**src/design/shs_pkg.sv**
```systemverilog
// Package: SHA-256 constants, types and helper functions
`default_nettype none
package shs_pkg;
    localparam logic [1:0] CMD_START  = 2'd0;
    localparam logic [1:0] CMD_DATA   = 2'd1;
    localparam logic [1:0] CMD_FINISH = 2'd2;

    typedef logic [31:0] t_word;

    typedef struct packed {
        logic [1:0] command;
        logic [7:0] data_byte;
    } t_in_item;

    typedef struct packed {
        logic [31:0] digest_word;
        logic [2:0]  word_index;
        logic        last;
    } t_out_item;

    // controller -> datapath
    typedef struct packed {
        logic       init;       // load initial hash, clear count/length
        logic       wr_byte;    // write byte at fill position
        logic [7:0] wr_data;
        logic       add_len;    // add 8 to the bit length
        logic       ld_sched;   // load working variables from the hash words
        logic       round;      // one compression round
        logic       fold;       // add working vars into hash
        logic       pad_len;    // write length into bytes 56..63
        logic [5:0] t;          // round index
        logic       out_shift;  // rotate hash out
    } t_ctrl;

    // datapath -> controller
    typedef struct packed {
        logic [6:0] fill;
    } t_stat;

    function automatic t_word ror(input t_word v, input int unsigned s);
        ror = (v >> s) | (v << (32 - s));
    endfunction

    function automatic t_word init_h(input logic [2:0] i);
        case (i)
            3'd0: init_h = 32'h6a09e667;
            3'd1: init_h = 32'hbb67ae85;
            3'd2: init_h = 32'h3c6ef372;
            3'd3: init_h = 32'ha54ff53a;
            3'd4: init_h = 32'h510e527f;
            3'd5: init_h = 32'h9b05688c;
            3'd6: init_h = 32'h1f83d9ab;
            default: init_h = 32'h5be0cd19;
        endcase
    endfunction

    localparam t_word ROUND_K [64] = '{
        32'h428a2f98, 32'h71374491, 32'hb5c0fbcf, 32'he9b5dba5,
        32'h3956c25b, 32'h59f111f1, 32'h923f82a4, 32'hab1c5ed5,
        32'hd807aa98, 32'h12835b01, 32'h243185be, 32'h550c7dc3,
        32'h72be5d74, 32'h80deb1fe, 32'h9bdc06a7, 32'hc19bf174,
        32'he49b69c1, 32'hefbe4786, 32'h0fc19dc6, 32'h240ca1cc,
        32'h2de92c6f, 32'h4a7484aa, 32'h5cb0a9dc, 32'h76f988da,
        32'h983e5152, 32'ha831c66d, 32'hb00327c8, 32'hbf597fc7,
        32'hc6e00bf3, 32'hd5a79147, 32'h06ca6351, 32'h14292967,
        32'h27b70a85, 32'h2e1b2138, 32'h4d2c6dfc, 32'h53380d13,
        32'h650a7354, 32'h766a0abb, 32'h81c2c92e, 32'h92722c85,
        32'ha2bfe8a1, 32'ha81a664b, 32'hc24b8b70, 32'hc76c51a3,
        32'hd192e819, 32'hd6990624, 32'hf40e3585, 32'h106aa070,
        32'h19a4c116, 32'h1e376c08, 32'h2748774c, 32'h34b0bcb5,
        32'h391c0cb3, 32'h4ed8aa4a, 32'h5b9cca4f, 32'h682e6ff3,
        32'h748f82ee, 32'h78a5636f, 32'h84c87814, 32'h8cc70208,
        32'h90befffa, 32'ha4506ceb, 32'hbef9a3f7, 32'hc67178f2
    };
endpackage
`default_nettype wire

```
**src/design/shs_stream_if.sv**
```systemverilog
// Valid/ready channel interfaces for input and output items
`default_nettype none
interface shs_in_if;
    logic             valid;
    logic             ready;
    shs_pkg::t_in_item payload;
    modport source (output valid, output payload, input ready);
    modport sink   (input valid, input payload, output ready);
endinterface

interface shs_out_if;
    logic              valid;
    logic              ready;
    shs_pkg::t_out_item payload;
    modport source (output valid, output payload, input ready);
    modport sink   (input valid, input payload, output ready);
endinterface
`default_nettype wire

```
**src/design/shs_datapath.sv**
```systemverilog
// Datapath: schedule window doubling as block buffer, working variables, hash words
`default_nettype none
module shs_datapath (
    input  wire logic          i_clk,
    input  wire logic          i_rst_n,
    input  wire shs_pkg::t_ctrl i_ctrl,
    output shs_pkg::t_stat     o_stat,
    output shs_pkg::t_word     o_hash0
);
    import shs_pkg::*;

    t_word       r_w [16];
    t_word       r_v [8];
    t_word       r_h [8];
    logic [6:0]  r_fill;
    logic [63:0] r_len;

    t_word s0, s1, w_new, big0, big1, ch, maj, tmp1, tmp2, w_t;

    always_comb begin
        w_t   = r_w[0];
        s0    = ror(r_w[1], 7) ^ ror(r_w[1], 18) ^ (r_w[1] >> 3);
        s1    = ror(r_w[14], 17) ^ ror(r_w[14], 19) ^ (r_w[14] >> 10);
        w_new = r_w[0] + s0 + r_w[9] + s1;
        big1  = ror(r_v[4], 6) ^ ror(r_v[4], 11) ^ ror(r_v[4], 25);
        ch    = (r_v[4] & r_v[5]) ^ (~r_v[4] & r_v[6]);
        tmp1  = r_v[7] + big1 + ch + ROUND_K[i_ctrl.t] + w_t;
        big0  = ror(r_v[0], 2) ^ ror(r_v[0], 13) ^ ror(r_v[0], 22);
        maj   = (r_v[0] & r_v[1]) ^ (r_v[0] & r_v[2]) ^ (r_v[1] & r_v[2]);
        tmp2  = big0 + maj;
    end

    // message words fill byte by byte, big-endian; the rounds then shift the window
    always_ff @(posedge i_clk) begin
        if (i_ctrl.round) begin
            for (int i = 0; i < 15; i++) begin
                r_w[i] <= r_w[i+1];
            end
            r_w[15] <= w_new;
        end else if (i_ctrl.wr_byte) begin
            r_w[r_fill[5:2]][{~r_fill[1:0], 3'b000} +: 8] <= i_ctrl.wr_data;
        end else if (i_ctrl.pad_len) begin
            r_w[14] <= r_len[63:32];
            r_w[15] <= r_len[31:0];
        end
    end

    always_ff @(posedge i_clk) begin
        if (i_ctrl.ld_sched) begin
            for (int i = 0; i < 8; i++) begin
                r_v[i] <= r_h[i];
            end
        end else if (i_ctrl.round) begin
            r_v[7] <= r_v[6];
            r_v[6] <= r_v[5];
            r_v[5] <= r_v[4];
            r_v[4] <= r_v[3] + tmp1;
            r_v[3] <= r_v[2];
            r_v[2] <= r_v[1];
            r_v[1] <= r_v[0];
            r_v[0] <= tmp1 + tmp2;
        end
    end

    always_ff @(posedge i_clk) begin
        if (!i_rst_n || i_ctrl.init) begin
            for (int i = 0; i < 8; i++) begin
                r_h[i] <= init_h(3'(i));
            end
            r_fill <= '0;
            r_len  <= '0;
        end else begin
            if (i_ctrl.fold) begin
                for (int i = 0; i < 8; i++) begin
                    r_h[i] <= r_h[i] + r_v[i];
                end
            end else if (i_ctrl.out_shift) begin
                for (int i = 0; i < 7; i++) begin
                    r_h[i] <= r_h[i+1];
                end
                r_h[7] <= r_h[0];
            end
            if (i_ctrl.wr_byte) begin
                r_fill <= (r_fill[5:0] == 6'd63) ? 7'd0 : r_fill + 7'd1;
            end
            if (i_ctrl.add_len) begin
                r_len <= r_len + 64'd8;
            end
        end
    end

    assign o_stat.fill = r_fill;
    assign o_hash0     = r_h[0];
endmodule
`default_nettype wire

```
**src/design/shs_controller.sv**
```systemverilog
// Controller: command decode, padding sequence, rounds and digest output
`default_nettype none
module shs_controller (
    input  wire logic           i_clk,
    input  wire logic           i_rst_n,
    shs_in_if.sink              i_in,
    input  wire logic           i_out_ready,
    output logic                o_out_valid,
    output logic [2:0]          o_out_index,
    input  wire shs_pkg::t_stat i_stat,
    output shs_pkg::t_ctrl      o_ctrl
);
    import shs_pkg::*;

    typedef enum logic [6:0] {
        S_IDLE  = 7'b0000001,
        S_PAD   = 7'b0000010,
        S_LOAD  = 7'b0000100,
        S_ROUND = 7'b0001000,
        S_FOLD  = 7'b0010000,
        S_OUT   = 7'b0100000,
        S_DONE  = 7'b1000000
    } t_state;

    t_state     r_state, n_state;
    logic [5:0] r_t, n_t;
    logic [2:0] r_idx, n_idx;
    logic       r_fin, n_fin;   // finishing: padding in progress
    logic       r_lenb, n_lenb; // final block with length is loaded

    always_comb begin
        n_state = r_state;
        n_t     = r_t;
        n_idx   = r_idx;
        n_fin   = r_fin;
        n_lenb  = r_lenb;
        o_ctrl  = '0;
        o_ctrl.t = r_t;
        i_in.ready  = 1'b0;
        o_out_valid = 1'b0;
        case (r_state)
            S_IDLE: begin
                i_in.ready = 1'b1;
                if (i_in.valid) begin
                    case (i_in.payload.command)
                        CMD_START: o_ctrl.init = 1'b1;
                        CMD_DATA: begin
                            o_ctrl.wr_byte = 1'b1;
                            o_ctrl.wr_data = i_in.payload.data_byte;
                            o_ctrl.add_len = 1'b1;
                            if (i_stat.fill[5:0] == 6'd63) begin
                                n_state = S_LOAD;
                            end
                        end
                        CMD_FINISH: begin
                            o_ctrl.wr_byte = 1'b1;
                            o_ctrl.wr_data = 8'h80;
                            n_fin   = 1'b1;
                            n_lenb  = 1'b0;
                            // marker in the last byte fills the block
                            if (i_stat.fill[5:0] == 6'd63) begin
                                n_state = S_LOAD;
                            end else begin
                                n_state = S_PAD;
                            end
                        end
                        default: ;
                    endcase
                end
            end
            S_PAD: begin
                // fill zeros one byte a cycle up to 56 or 64
                if (i_stat.fill == 7'd56) begin
                    o_ctrl.pad_len = 1'b1;
                    n_lenb  = 1'b1;
                    n_state = S_LOAD;
                end else begin
                    o_ctrl.wr_byte = 1'b1;
                    o_ctrl.wr_data = 8'h00;
                    if (i_stat.fill[5:0] == 6'd63) begin
                        n_state = S_LOAD;
                    end
                end
            end
            S_LOAD: begin
                o_ctrl.ld_sched = 1'b1;
                n_t     = '0;
                n_state = S_ROUND;
            end
            S_ROUND: begin
                o_ctrl.round = 1'b1;
                n_t = r_t + 6'd1;
                if (r_t == 6'd63) begin
                    n_state = S_FOLD;
                end
            end
            S_FOLD: begin
                o_ctrl.fold = 1'b1;
                if (!r_fin) begin
                    n_state = S_IDLE;
                end else if (r_lenb) begin
                    n_idx   = '0;
                    n_state = S_OUT;
                end else begin
                    n_state = S_PAD;
                end
            end
            S_OUT: begin
                o_out_valid = 1'b1;
                if (i_out_ready) begin
                    o_ctrl.out_shift = 1'b1;
                    n_idx = r_idx + 3'd1;
                    if (r_idx == 3'd7) begin
                        n_state = S_DONE;
                    end
                end
            end
            S_DONE: begin
                o_ctrl.init = 1'b1;
                n_fin   = 1'b0;
                n_state = S_IDLE;
            end
            default: n_state = S_IDLE;
        endcase
    end

    always_ff @(posedge i_clk) begin
        if (!i_rst_n) begin
            r_state <= S_IDLE;
            r_t     <= '0;
            r_idx   <= '0;
            r_fin   <= 1'b0;
            r_lenb  <= 1'b0;
        end else begin
            r_state <= n_state;
            r_t     <= n_t;
            r_idx   <= n_idx;
            r_fin   <= n_fin;
            r_lenb  <= n_lenb;
        end
    end

    assign o_out_index = r_idx;
endmodule
`default_nettype wire

```
**src/design/sha256_stream_hasher.sv**
```systemverilog
// Top level: SHA-256 stream hasher, one message byte per item
//
//  channel   dir  payload                              handshake
//  i_in      in   command[1:0], data_byte[7:0]         valid/ready
//  o_out     out  digest_word[31:0], word_index, last  valid/ready
//
// Start and data items are taken in the idle state; the 64th byte of a block
// starts a compression (load, 64 rounds of the single round unit, fold).
// Finish writes the marker, the zero fill and the length into one or two
// blocks and compresses each, then eight output items follow, one per cycle
// while o_out.ready is high, and the initial hash is reloaded.
// Synchronous reset loads the initial hash and clears count and length.
// Input is taken only when idle: not while padding, while a block is compressed or the digest drains.
`default_nettype none
module sha256_stream_hasher (
    input  wire logic i_clk,
    input  wire logic i_rst_n,
    shs_in_if.sink    i_in,
    shs_out_if.source o_out
);
    import shs_pkg::*;

    t_ctrl      ctrl;
    t_stat      stat;
    t_word      hash0;
    logic [2:0] idx;

    shs_controller u_ctrl (
        .i_clk       (i_clk),
        .i_rst_n     (i_rst_n),
        .i_in        (i_in),
        .i_out_ready (o_out.ready),
        .o_out_valid (o_out.valid),
        .o_out_index (idx),
        .i_stat      (stat),
        .o_ctrl      (ctrl)
    );

    shs_datapath u_dp (
        .i_clk   (i_clk),
        .i_rst_n (i_rst_n),
        .i_ctrl  (ctrl),
        .o_stat  (stat),
        .o_hash0 (hash0)
    );

    assign o_out.payload.digest_word = hash0;
    assign o_out.payload.word_index  = idx;
    assign o_out.payload.last        = (idx == 3'd7);
endmodule
`default_nettype wire

```
**src/flat_wrapper.sv**
```systemverilog
// flat-port wrapper written by rule: the top's interface ports become plain ports
module sha256_stream_hasher_flat import shs_pkg::*;
  (i_clk, i_rst_n, i_in_valid, i_in_payload, i_in_ready, o_out_valid, o_out_payload, o_out_ready);
  shs_in_if i_in_i ();
  shs_out_if o_out_i ();
  input  wire logic i_clk;
  input  wire logic i_rst_n;
  input wire logic [$bits(i_in_i.valid)-1:0] i_in_valid;
  input wire logic [$bits(i_in_i.payload)-1:0] i_in_payload;
  output wire logic [$bits(i_in_i.ready)-1:0] i_in_ready;
  output wire logic [$bits(o_out_i.valid)-1:0] o_out_valid;
  output wire logic [$bits(o_out_i.payload)-1:0] o_out_payload;
  input wire logic [$bits(o_out_i.ready)-1:0] o_out_ready;
  assign i_in_i.valid = i_in_valid;
  assign i_in_i.payload = i_in_payload;
  assign i_in_ready = i_in_i.ready;
  assign o_out_valid = o_out_i.valid;
  assign o_out_payload = o_out_i.payload;
  assign o_out_i.ready = o_out_ready;
  sha256_stream_hasher u_core (.i_clk(i_clk), .i_rst_n(i_rst_n), .i_in(i_in_i), .o_out(o_out_i));
endmodule
```
**config.mk**
```make
export PLATFORM = sky130hd
export DESIGN_NAME = sha256_stream_hasher_flat
export DESIGN_NICKNAME = d
export VERILOG_FILES = /design/src/design/shs_pkg.sv /design/src/design/shs_stream_if.sv /design/src/design/shs_datapath.sv /design/src/design/shs_controller.sv /design/src/design/sha256_stream_hasher.sv /design/src/flat_wrapper.sv
export SDC_FILE = /design/constraint.sdc
export NUM_CORES = 2
export LEC_CHECK = 0
export ABC_AREA = 1
export BUFFER_PORTS_ARGS = -buffer_cell sky130_fd_sc_hd__buf_2
export CAP_MARGIN = 30
export CORE_ASPECT_RATIO = 0.6
export CORE_MARGIN = 4
export CORE_UTILIZATION = 45
export CTS_CLUSTER_SIZE = 28
export DETAILED_ROUTE_END_ITERATION = 10
export SETUP_SLACK_MARGIN = 0.1
export SLEW_MARGIN = 15
export SYNTH_ARGS = -nofsm -noshare
export SYNTH_HDL_FRONTEND = slang
export SYNTH_SLANG_ARGS = --single-unit
```
**constraint.sdc**
```tcl
create_clock -name i_clk -period 7.15 [get_ports i_clk]
set_input_delay 1.43 -clock i_clk [delete_from_list [all_inputs] [get_ports i_clk]]
set_output_delay 1.43 -clock i_clk [all_outputs]
set_load 0.01 [all_outputs]
```
==> impl_metrics.json <==
{
  "outcome": "complete, but fails checks",
  "violations": "negative setup slack",
  "first_global_vias": 69175,
  "synth.largest_area_cell": "edfxtp_1",
  "yosys.area.top_type_share_pct": 38.41,
  "seq_area_frac_synth_pct": 40.56,
  "vdd_drop_max_mv": 0.2136,
  "cts.clk_slew.worst_paths_ps": 80,
  "p_leak_uw": 0.04111,
  "internal_power_uw": 11140,
  "gr-total-overflow": 0,
  "reg2regPathDepth": 38,
  "holdPathEnd": "u_core.u_dp.o_stat[6]",
  "holdWs_ps": 450.0,
  "power.total_uw": 15570,
  "worstPathArrival_ps": 7680,
  "start_util_pct": 45.45,
  "die_area_sq_um": 185000,
  "hold_start": "u_core.u_dp.o_stat[6]",
  "portBuffers": 51,
  "grt_use_total_pct": 41.24,
  "slowest_stage": "fa_1",
  "timing.rr.end": "u_core.u_dp.r_v[0][29]",
  "synth_compound_area_share_pct": 16.62,
  "ys.flop_type": "edfxtp_1",
  "setup_slack_ps": -36.44,
  "synthSimpleGateAreaFrac_pct": 19.72,
  "power_switching_uw": 4422,
  "clk_latency_ps": 810,
  "crit_path_frequent_cell": "buf_4",
  "drive_gt1_share_pct": 17.41,
  "syn_to_final_growth_pct": 20.21,
  "cts_buffers": 113,
  "synth_edf_count": 1024,
  "nFillCells": 16344,
  "gp_congestion": 1.093,
  "min_period_ps": 7186,
  "vias": 79683,
  "yosysWarningCount": 0,
  "p_per_area_nw_per_um2": 161.7,
  "ant_nets": 0,
  "num_io_pins": 52,
  "dpl.hpwl_um": 317600,
  "numClockSinks": 1110,
  "root_buffer": "clkbuf_16",
  "crit_type": "register to register",
  "synth.avg_cell_area_sq_um": 8.192,
  "p_comb_share_pct": 13.0,
  "synth_cell_types": 74,
  "cts_buffer_depth": 3,
  "rsz0062_at_grt": "true",
  "first_iter_violations": 14015,
  "synth_adder_area_share_pct": 11.32,
  "synthMuxAreaShare_pct": 0,
  "hold_path_class": "register to register",
  "placed_cell_area_sq_um": 88250,
  "critPathLaunchType": "register",
  "slew_headroom_pct": 11.78,
  "antenna_found_initial": 15,
  "reg2reg_slack_ps": -40,
  "drc": 0,
  "pwr-share-clk_pct": 40.3,
  "fp.dieH_um": 334.7,
  "final_common_cell": "nand2_1",
  "maxSlewViolCount": 0,
  "endpoint_kind": "register",
  "hold_viol": 0,
  "synthCells": 9773,
  "postCtsHoldBufs": 0,
  "routed_wl_um": 397000,
  "slowest_delay_ps": 530,
  "viasPerCell": 6.165,
  "synth_top_family_by_area": "simple AND/OR/NAND/NOR gates",
  "synthTopCellsByArea": "edfxtp_1 38%, nand2_1 11%, o21ai_0 6.4%, ha_1 6.3%, inv_1 5.1%",
  "cp_max_fo": 5,
  "finish.utilization_pct": 54.64,
  "final_nets": 11078,
  "postSynth.asyncResetShare_pct": 0,
  "wl_per_cell_um": 30.72,
  "hold_path_depth": 2,
  "tightest_slew_ps": 1309,
  "rows": 119,
  "drt_pass1_iterations": 6,
  "fin_area_sq_um": 96250,
  "sequentialPowerShare_pct": 46.7,
  "setup-violations-final": 4,
  "clock_skew_ps": 74.51,
  "max_freq_mhz": 139.2,
  "cts_max_level": 3,
  "setup_tns_ps": -78.94,
  "syn_area_sq_um": 80060,
  "grt_pass1_wl_um": 540200,
  "post_synth_xor_area_fraction_pct": 4.409,
  "syn_nets": 10384,
  "core-area_sq_um": 176100,
  "ys_ff_latch": 1110,
  "layout_common_cells": "2341 x nand2_1, 1024 x inv_1, 1024 x edfxtp_1",
  "min_period_over_period_pct": 100.5,
  "switching_share_pct": 28.41,
  "r2r-start": "u_core.u_ctrl.r_t[0]",
  "drv_cap": 0,
  "die_w_um": 552.6,
  "grt_max_degree": 182,
  "cts_tree": "built",
  "crit_required_ps": 7640
}
[through the flow]
stage	worst slack, ps	instances
after floorplan	109.5	9773
after global placement	-1173	12632
after detailed placement	-1119	12637
after global routing	-210.4	12919
after CTS	64.31	12881
final	-36.44	12925
[power by group through the flow]
stage | logic, uW | registers, uW | clock network [uW]
CTS | 1790 | 7250 | 6240
global placement | 1670 | 7390 | 0
floorplan | 954 | 7310 | 0
detailed placement | 1670 | 7390 | 0
finish | 2030 | 7270 | 6270
global route | 2150 | 7260 | 6510
[how the worst max path moves through the flow]
stage | endpoint | startpoint | depth (start not counted) | slack, ps
global route | u_core.u_dp.r_v[0][30] | u_core.u_ctrl.r_t[0] | 38 | -210
finish | u_core.u_dp.r_v[0][29] | u_core.u_ctrl.r_t[0] | 38 | -40
floorplan | u_core.u_dp.r_v[0][26] | u_core.u_ctrl.r_t[0] | 39 | 110
detailed placement | u_core.u_dp.r_v[0][20] | u_core.u_ctrl.r_t[0] | 34 | -1120
global placement | u_core.u_dp.r_v[0][31] | u_core.u_ctrl.r_t[0] | 40 | -1170
CTS | u_core.u_dp.r_v[0][30] | u_core.u_ctrl.r_t[0] | 37 | 60
[Yosys cell counts (9+ instances only)]
library cell and instances:
xor2_1 219, o211ai_1 62, nor2_1 584, a211oi_1 14, buf_1 17, ha_1 402
o21ai_0 1027, inv_1 1087, o21ai_1 233, maj3_1 13, nand4_2 11, nand2_2 40
edfxtp_1 1024, o221ai_1 14, a21oi_1 671, a21o_1 84, nand2_1 2433, o22ai_1 35
clkbuf_1 220, nand4_1 86, o21a_1 20, buf_2 100, o21bai_1 73, nand3_2 9
or2_2 37, fa_1 195, a31oi_1 46, a221o_1 9, o31ai_1 11, nor3_1 116
buf_4 36, nand3b_1 17, nor2_8 11, nor4_1 38, xnor2_1 184, a21boi_0 30
nand3_1 334, inv_2 17, o22a_1 9, a221oi_1 21, dfxtp_1 86
[sequential cells by signal, summed over array words and instances, names as in the netlist]
signal / cells
u_core.u_ctrl.o_out_index: 3
u_core.u_ctrl.r_fin: 1
u_core.u_ctrl.r_lenb: 1
u_core.u_ctrl.r_state: 7
u_core.u_ctrl.r_t: 6
u_core.u_dp.o_stat: 7
u_core.u_dp.r_h: 256
u_core.u_dp.r_len: 61
u_core.u_dp.r_v: 256
u_core.u_dp.r_w: 512
[cell families after synthesis]
logic type / after synthesis
adders and majority gates: 610
AOI/OAI and AO/OA: 2410
buffers and inverters: 1489
and+or+nand+nor: 3751
DFF: 1110
xor gates and xnor gates: 403
[critical path: cells and delay by family (launching register included)]
kind            cells  cell delay [ps]
xor+xnor            1              180
flops               1              370
simple gates       13             1210
compound gates      3              690
fa+ha+maj           7             2710
buf+inv            14             1730
[area by class of cell]
class	instances	area, sq um	share of cell area, %
inverters	1109	4218	4.382
clock inverters	67	733.2	0.7618
well taps	2359	2952	3.067
multi-input cells	7174	45120	46.88
repair buffers	959	7766	8.069
clock buffers	141	2963	3.078
diodes	6	15.01	0.01560
flip-flops and latches	1110	32480	33.74
[metal layers]
| metal | track usage [%] | vias to the layer above | share of wire [%] |
|---|---|---|---|
| li1 | - | 34581 | - |
| met1 | 66.78 | 38635 | 46 |
| met2 | 41.91 | 6036 | 30 |
| met3 | 27.22 | 425 | 22 |
| met4 | 6.187 | 6 | 1.7 |
| met5 | 1.646 | - | 0.11 |
[repair_timing]
item | in CTS | in global routing
gates resized for setup | 377 | 498
pin swaps | 117 | 173
setup buffers | 38 | 27
endpoints found under the setup margin | 46 | 43
(Power assumes the default switching activity.)
